`src/rtl/fmsf_pkg.sv`:
```
`default_nettype none

package fmsf_pkg;

    // Width of the stored timestamp and of the event counter.
    localparam int TIME_BITS  = 48;
    localparam int EVENT_BITS = 32;

    // Fixed field widths of the request and result.
    localparam int TS_W    = 48;
    localparam int SEQ_W   = 64;
    localparam int FLAGS_W = 16;
    localparam int MODE_W  = 4;
    localparam int EVNUM_W = 32;

    // Request kinds.
    localparam logic REQ_OBSERVE = 1'b0;
    localparam logic REQ_COMMAND = 1'b1;

    // Bit positions in the observation flags.
    localparam int FLG_FATAL      = 0;
    localparam int FLG_HB_TIMEOUT = 1;
    localparam int FLG_HEALTH_OK  = 2;
    localparam int FLG_LOCKED     = 3;
    localparam int FLG_OP_MODE    = 4;
    localparam int FLG_APPR_TO    = 5;
    localparam int FLG_PREFLIGHT  = 6;
    localparam int FLG_MISSION    = 7;
    localparam int FLG_AUTO       = 8;
    localparam int FLG_ARMED      = 9;
    localparam int FLG_ALTITUDE   = 10;
    localparam int FLG_TGT_CONF   = 11;
    localparam int FLG_LANDING    = 12;
    localparam int FLG_TGT_LOSS   = 13;
    localparam int FLG_LOSS_TO    = 14;
    localparam int FLG_DISARMED   = 15;

    typedef struct packed {
        logic                 req_type;
        logic [TS_W-1:0]      time_stamp;
        logic [SEQ_W-1:0]     seq_number;
        logic [FLAGS_W-1:0]   obs_flags;
        logic [MODE_W-1:0]    requested_state;
    } req_t;

    typedef struct packed {
        logic                 input_accepted;
        logic                 state_changed;
        logic [MODE_W-1:0]    prior_state;
        logic [MODE_W-1:0]    present_state;
        logic [EVNUM_W-1:0]   event_number;
        logic                 hover_latched;
    } rsp_t;

endpackage

`default_nettype wire

```
`src/rtl/fmsf_in_reg.sv`:
```
`default_nettype none

module fmsf_in_reg
    import fmsf_pkg::*;
(
    input  wire logic clk,
    input  wire logic rst_n,
    input  wire logic req_valid,
    output logic      req_stall,
    input  wire req_t req_data,
    input  wire logic take,
    output logic      hold_valid,
    output req_t      hold_data
);

    logic hold_valid_reg;
    logic hold_valid_next;
    req_t hold_data_reg;

    // The held request can only leave when the result side takes it.
    assign req_stall = hold_valid_reg && !take;

    always_comb
    begin
        hold_valid_next = hold_valid_reg;
        if (!req_stall)
        begin
            hold_valid_next = req_valid;
        end
    end

    always_ff @(posedge clk or negedge rst_n)
    begin
        if (!rst_n)
        begin
            hold_valid_reg <= 1'b0;
        end
        else
        begin
            hold_valid_reg <= hold_valid_next;
        end
    end

    always_ff @(posedge clk)
    begin
        if (req_valid && !req_stall)
        begin
            hold_data_reg <= req_data;
        end
    end

    assign hold_valid = hold_valid_reg;
    assign hold_data  = hold_data_reg;

endmodule

`default_nettype wire

```
`src/rtl/fmsf_core.sv`:
```
`default_nettype none

module fmsf_core
    import fmsf_pkg::*;
(
    input  wire logic clk,
    input  wire logic rst_n,
    input  wire logic commit,
    input  wire req_t item,
    output rsp_t      result
);

    typedef enum logic [MODE_W-1:0] {
        MODE_WAIT      = 4'd0,
        MODE_TAKEOFF   = 4'd1,
        MODE_SEARCH    = 4'd2,
        MODE_GUIDED    = 4'd3,
        MODE_LOSSHOVER = 4'd4,
        MODE_SAFEHOVER = 4'd5,
        MODE_LANDING   = 4'd6,
        MODE_DISARMED  = 4'd7,
        MODE_FAILED    = 4'd8
    } mode_t;

    // Any code above FAILED means the observation asks for nothing.
    localparam logic [MODE_W-1:0] TARGET_NONE = '1;

    mode_t                 mode_reg;
    mode_t                 mode_next;
    logic [SEQ_W-1:0]      last_seq_reg;
    logic [SEQ_W-1:0]      last_seq_next;
    logic [TIME_BITS-1:0]  last_time_reg;
    logic [TIME_BITS-1:0]  last_time_next;
    logic [EVENT_BITS-1:0] event_cnt_reg;
    logic [EVENT_BITS-1:0] event_cnt_next;
    logic                  hover_reg;
    logic                  hover_next;

    logic [TIME_BITS-1:0]  ts;
    logic [FLAGS_W-1:0]    f;
    logic                  accepted;
    logic                  fault;
    logic [MODE_W-1:0]     obs_target;
    logic [MODE_W-1:0]     target;
    logic                  move_ok;
    logic                  changed;

    assign ts = item.time_stamp[TIME_BITS-1:0];
    assign f  = item.obs_flags;

    assign accepted = ((item.seq_number == '0) || (item.seq_number > last_seq_reg)) &&
                      ((last_time_reg == '0) || (ts >= last_time_reg));

    assign fault = f[FLG_HB_TIMEOUT] || !f[FLG_HEALTH_OK] || f[FLG_LOCKED] ||
                   f[FLG_OP_MODE] || f[FLG_APPR_TO];

    always_comb
    begin
        obs_target = TARGET_NONE;
        if (f[FLG_FATAL] && (mode_reg != MODE_DISARMED))
        begin
            obs_target = MODE_FAILED;
        end
        else
        begin
            case (mode_reg)
                MODE_WAIT:
                begin
                    if (fault)
                        obs_target = MODE_SAFEHOVER;
                    else if (f[FLG_PREFLIGHT] && f[FLG_MISSION] && f[FLG_AUTO] && f[FLG_ARMED])
                        obs_target = MODE_TAKEOFF;
                end
                MODE_TAKEOFF:
                begin
                    if (fault)
                        obs_target = MODE_SAFEHOVER;
                    else if (f[FLG_ALTITUDE])
                        obs_target = MODE_SEARCH;
                end
                MODE_SEARCH:
                begin
                    if (fault)
                        obs_target = MODE_SAFEHOVER;
                    else if (f[FLG_TGT_CONF])
                        obs_target = MODE_GUIDED;
                end
                MODE_GUIDED:
                begin
                    if (fault)
                        obs_target = MODE_SAFEHOVER;
                    else if (f[FLG_LANDING])
                        obs_target = MODE_LANDING;
                    else if (f[FLG_TGT_LOSS])
                        obs_target = MODE_LOSSHOVER;
                end
                MODE_LOSSHOVER:
                begin
                    if (fault || f[FLG_LOSS_TO])
                        obs_target = MODE_SAFEHOVER;
                    else if (f[FLG_LANDING])
                        obs_target = MODE_LANDING;
                    else if (f[FLG_TGT_CONF])
                        obs_target = MODE_GUIDED;
                end
                MODE_SAFEHOVER:
                begin
                    if (f[FLG_LANDING])
                        obs_target = MODE_LANDING;
                    else if (f[FLG_DISARMED])
                        obs_target = MODE_DISARMED;
                end
                MODE_LANDING:
                begin
                    if (f[FLG_DISARMED])
                        obs_target = MODE_DISARMED;
                end
                default:
                begin
                    obs_target = TARGET_NONE;
                end
            endcase
        end
    end

    assign target = (item.req_type == REQ_COMMAND) ? item.requested_state : obs_target;

    // Out-of-range codes, a move to the present mode and anything out of
    // safe hover other than landing or disarming are all refused.
    assign move_ok = (target <= MODE_FAILED) && (target != mode_reg) &&
                     ((mode_reg != MODE_SAFEHOVER) || (target == MODE_LANDING) ||
                      (target == MODE_DISARMED));

    assign changed = accepted && move_ok;

    always_comb
    begin
        mode_next      = mode_reg;
        last_seq_next  = last_seq_reg;
        last_time_next = last_time_reg;
        event_cnt_next = event_cnt_reg;
        hover_next     = hover_reg;
        if (accepted)
        begin
            last_time_next = ts;
            if (item.seq_number != '0)
            begin
                last_seq_next = item.seq_number;
            end
        end
        if (changed)
        begin
            mode_next      = mode_t'(target);
            event_cnt_next = event_cnt_reg + EVENT_BITS'(1);
            if (target == MODE_SAFEHOVER)
            begin
                hover_next = 1'b1;
            end
        end
    end

    always_ff @(posedge clk or negedge rst_n)
    begin
        if (!rst_n)
        begin
            mode_reg      <= MODE_WAIT;
            last_seq_reg  <= '0;
            last_time_reg <= '0;
            event_cnt_reg <= EVENT_BITS'(1);
            hover_reg     <= 1'b0;
        end
        else if (commit)
        begin
            mode_reg      <= mode_next;
            last_seq_reg  <= last_seq_next;
            last_time_reg <= last_time_next;
            event_cnt_reg <= event_cnt_next;
            hover_reg     <= hover_next;
        end
    end

    always_comb
    begin
        result.input_accepted = accepted;
        result.state_changed  = changed;
        result.prior_state    = mode_reg;
        result.present_state  = mode_next;
        result.event_number   = changed ? EVNUM_W'(event_cnt_reg) : '0;
        result.hover_latched  = hover_next;
    end

endmodule

`default_nettype wire

```
`src/rtl/flight_mode_safety_fsm.sv`:
```
// Flight-mode supervisor with nine modes.
// Requests arrive on req_valid / req_stall / req_data. Each request is an
// observation step carrying sixteen status flags or a commanded move to a
// requested mode; both carry a timestamp and a sequence number. Every request
// yields exactly one result on rsp_valid / rsp_stall / rsp_data, in order.
// A request is taken at a rising edge with req_valid high and req_stall low.
// It lands in an input register, is judged there by the sequence and
// timestamp checks and the mode logic, and its result is registered once
// the result register can take it. Throughput is one request per cycle
// while the receiver does not stall; the supervisor state (mode, last
// sequence, last timestamp, event counter, safe hover latch) updates in the
// same cycle the result is registered, so back-to-back requests see it.
// When the receiver asserts rsp_stall the result register holds its value,
// the input register fills and then req_stall rises until the result is taken.
// Reset (rst_n low, asynchronous) empties both registers and returns the
// supervisor to the waiting mode with the event counter at one and the latch
// clear.
`default_nettype none

module flight_mode_safety_fsm
    import fmsf_pkg::*;
(
    input  wire logic clk,
    input  wire logic rst_n,
    input  wire logic req_valid,
    output logic      req_stall,
    input  wire req_t req_data,
    output logic      rsp_valid,
    input  wire logic rsp_stall,
    output rsp_t      rsp_data
);

    logic rsp_valid_reg;
    logic rsp_valid_next;
    rsp_t rsp_data_reg;
    logic out_ready;
    logic hold_valid;
    req_t hold_data;
    logic commit;
    rsp_t result;

    // The result register can take a new value when it is empty or being read.
    assign out_ready = !rsp_valid_reg || !rsp_stall;
    assign commit    = hold_valid && out_ready;

    fmsf_in_reg u_in_reg (
        .clk        (clk),
        .rst_n      (rst_n),
        .req_valid  (req_valid),
        .req_stall  (req_stall),
        .req_data   (req_data),
        .take       (out_ready),
        .hold_valid (hold_valid),
        .hold_data  (hold_data)
    );

    fmsf_core u_core (
        .clk    (clk),
        .rst_n  (rst_n),
        .commit (commit),
        .item   (hold_data),
        .result (result)
    );

    always_comb
    begin
        rsp_valid_next = rsp_valid_reg;
        if (out_ready)
        begin
            rsp_valid_next = hold_valid;
        end
    end

    always_ff @(posedge clk or negedge rst_n)
    begin
        if (!rst_n)
        begin
            rsp_valid_reg <= 1'b0;
        end
        else
        begin
            rsp_valid_reg <= rsp_valid_next;
        end
    end

    always_ff @(posedge clk)
    begin
        if (commit)
        begin
            rsp_data_reg <= result;
        end
    end

    assign rsp_valid = rsp_valid_reg;
    assign rsp_data  = rsp_data_reg;

endmodule

`default_nettype wire

```
`config.mk`:
```
export PLATFORM = sky130hd
export DESIGN_NAME = flight_mode_safety_fsm
export DESIGN_NICKNAME = d
export VERILOG_FILES = /design/src/rtl/fmsf_pkg.sv /design/src/rtl/fmsf_in_reg.sv /design/src/rtl/fmsf_core.sv /design/src/rtl/flight_mode_safety_fsm.sv
export SDC_FILE = /design/constraint.sdc
export NUM_CORES = 1
export LEC_CHECK = 0
export BUFFER_PORTS_ARGS = -buffer_cell sky130_fd_sc_hd__buf_4
export CAP_MARGIN = 20
export CORE_MARGIN = 4
export CORE_UTILIZATION = 34
export CTS_BUF_LIST = sky130_fd_sc_hd__clkbuf_4
export CTS_CLUSTER_SIZE = 30
export DETAILED_ROUTE_END_ITERATION = 10
export SYNTH_ARGS = -nofsm -noshare
export SYNTH_HDL_FRONTEND = slang
export SYNTH_SLANG_ARGS = --single-unit
```
`constraint.sdc`:
```
create_clock -name clk -period 5 [get_ports clk]
set_clock_uncertainty 0.15 [all_clocks]
set_input_delay 0.25 -clock clk [delete_from_list [all_inputs] [get_ports clk]]
set_output_delay 0.25 -clock clk [all_outputs]
set_load 0.05 [all_outputs]
```
==> impl_metrics.yaml <==
run_status:
  status: "finished clean"
synthesis:
  ys_top_cells_by_count: "176 x edfxtp_1, 150 x dfrtp_1, 131 x inv_1, 119 x mux2_2, 113 x ha_1"
  yosysTopAreaCellShare_pct: 34.93
  synth_top_cell_by_area: "edfxtp_1"
  yosysSeqAreaShare_pct: 59.91
  ys_async_sr_fraction_pct: 46.18
  synthDistinctLibCells: 70
  synthMuxAreaShare_pct: 8.923
  synth_edf_count: 176
  synth_top_flop_cell: "edfxtp_1"
  synth.area.top_cells: "edfxtp_1 35%, dfrtp_1 25%, ha_1 9.3%"
  synth.avg_cell_area_um2: 13.08
  yosys.area_share.simple_pct: 9.518
  synth_top_family_by_area: "simple AND/OR/NAND/NOR gates"
  ys_ff_latch: 327
  synth_xor_area_share_pct: 1.902
  synth_nets: 1407
  post-synth-top-count-cell: "edfxtp_1"
  synth_adder_area_share_pct: 9.344
  ys.warnings.count: 0
  synthesis.area_um2: 15130
  postSynthCellCount: 1157
  synth_compound_area_share_pct: 6.243
sta:
  tightest_slew_ps: 877.1
  finalWorstPathRequiredPeriod_ps: 3995
  rsz0062_at_grt: "false"
  tns_ps: 0
  fmax_mhz: 250.3
  max_slew_margin_pct: 41.38
  finalSetupViolations: 0
  drv_slew: 0
  period_share_pct: 79.90
  hold_viol: 0
  fin_ws_ps: 1005
  hold_ws_ps: 105.1
global_routing:
  grt_pass1_vias: 11630
  grt_max_degree: 90
  grt_pass1_wl_um: 59030
  antenna_found_initial: 2
  grt_usage_pct: 15.43
  overflow: 0
final_layout:
  largest_reg_flops: 133
  regArea_um2: 9065
  multi_input_area_um2: 5458
  drive_gt1_share_pct: 26.41
  n_fill_cell: 3972
  fin_nets: 1934
  final_cells: 2358
  areaGrowthSynthToFinish_pct: 40.04
setup_path:
  crit_chain: "or4b_2 -> a2111oi_0 -> a211oi_1 -> a32oi_2 -> a2111o_1 -> o32ai_1 -> nand3b_4 -> buf_4 -> or4_4 -> xnor2_2"
  worst_path_max_delay_cell: "dfrtp_1"
  start_kind: "flop"
  required_ps: 5490
  arrival_ps: 4490
  crit_fanout: 34
  worstSetupEndpointType: "flop"
  crit_type: "reg2reg"
  critPathMaxStageDelay_ps: 720
die:
  die_area_um2: 47940
  ioPinCount: 182
  core.rowCount: 77
  die_h_um: 219.0
  chipWidth_um: 219.0
  initial_utilization_pct: 34.29
  fp.coreArea_um2: 44120
run:
  maxCapViolations: 0
place:
  dp_slack_ps: 1023
  gp_congestion: 0.8011
  io_buffers: 181
  placed_cells: 1910
  hpwl_um: 22670
clock_tree:
  cts.htree.levels: 3
  cts_buffers: 91
  ctsResizeCount: 0
  path_clk_slew_ps: 70
  post_cts_buffers: 0
  cts_sinks: 327
  clock_latency_ps: 800
  clockBufferDepth: 3
  hold_buffers: 273
  cts_root_buffer: "clkbuf_4"
  cts_tree: "done"
route:
  dr.pass1.iters: 5
  dr.first_iter.drc_count: 465
  via_per_inst: 4.687
  vias: 11050
  routed_wl_um: 36410
  ant_nets: 0
  drc: 0
  wl_per_cell_um: 15.44
min_path:
  min_path_type: "in2reg"
power_and_ir_drop:
  power.leakage_nw: 9.263
  power.total_mw: 9.395
  powerDensity_nw_per_um2: 443.4
  ir_drop_mv: 0.2489
-- final timing paths --
path                                                       from                              endpoint  slack, ps  cells past startpoint
max                              u_core.mode_reg[2]$_DFFE_PN0P_  u_core.event_cnt_reg[23]$_DFFE_PN0P_       1010                     10
min                                               req_data[124]     u_in_reg.hold_data[124]$_DFFE_PP_        110                      2
max reg2reg                      u_core.mode_reg[2]$_DFFE_PN0P_  u_core.event_cnt_reg[23]$_DFFE_PN0P_       1010                     10
min reg2reg                u_core.event_cnt_reg[31]$_DFFE_PN0P_  u_core.event_cnt_reg[31]$_DFFE_PN0P_        330                      1
max in group asynchronous                                 rst_n  u_core.event_cnt_reg[23]$_DFFE_PN0P_       3710                      4
min in group asynchronous                                 rst_n   u_core.last_seq_reg[27]$_DFFE_PN0P_        510                      4
-- cells in the final DEF, fill, tap and decap left out, types with 5 or more instances in the layout --
| master | count |
|---|---|
| and4_1 | 6 |
| mux2_2 | 119 |
| clkinv_2 | 9 |
| dfrtp_1 | 150 |
| nand4_1 | 34 |
| nand3_1 | 18 |
| edfxtp_1 | 176 |
| nor3_1 | 20 |
| nor2_1 | 37 |
| a2111oi_0 | 5 |
| ha_1 | 113 |
| a211oi_1 | 8 |
| xor2_1 | 10 |
| a21o_1 | 16 |
| buf_4 | 188 |
| nand2_1 | 46 |
| dlygate4sd3_1 | 272 |
| o21ai_0 | 25 |
| clkinv_1 | 33 |
| inv_1 | 131 |
| and2_1 | 29 |
| nand2b_1 | 6 |
| clkbuf_4 | 121 |
| a21oi_1 | 45 |
| nor4_1 | 38 |
| xnor2_1 | 21 |
| diode_2 | 5 |
-- worst max-delay path: cells and delay by family (launching register included) --
family | cells | cell delay, ps
xor gates and xnor gates | 1 | 140
DFF | 1 | 720
buffers and inverters | 1 | 250
and+or+nand+nor | 3 | 1340
AOI/OAI and AO/OA | 5 | 1250
-- routing by layer --
metal | GRT usage (%) | routed length (um) | up-vias
met5 | 0 | 0 | -
met2 | 26.27 | 18080 | 284
met4 | 5.814 | 985 | 0
met3 | 4.154 | 1894 | 82
li1 | - | - | 5363
met1 | 18.77 | 15460 | 5322
-- cells by family after synthesis --
family | count (synthesis)
simple gates | 261
mux | 120
xor+xnor | 32
buf+inv | 161
compound gates | 143
flops | 327
fa+ha+maj | 113
-- power breakdown --
| part | switching (mW) | internal (mW) | total [mW] |
|---|---|---|---|
| combinational | 1.47 | 1.44 | 2.91 |
| sequential | 0.437 | 3.52 | 3.96 |
| clock | 1.19 | 1.35 | 2.53 |
-- cell type report --
cell class,count,share of cell area (%)
sequential,327,42.78
multi-input combinational,669,25.76
timing repair buffer,464,19.88
clock buffer,121,4.287
tap,592,3.496
inverter,131,2.321
clock inverter,49,1.417
antenna,5,0.05905
-- metrics by stage --
stage	utilization [%]	area, um2
after floorplan	-	15130
after global placement	39.02	17220
after detailed placement	39.02	17220
after CTS	47.99	21180
after global routing	48.02	21190
final	48.02	21190
No activity file was read; power rests on OpenSTA's default activity.
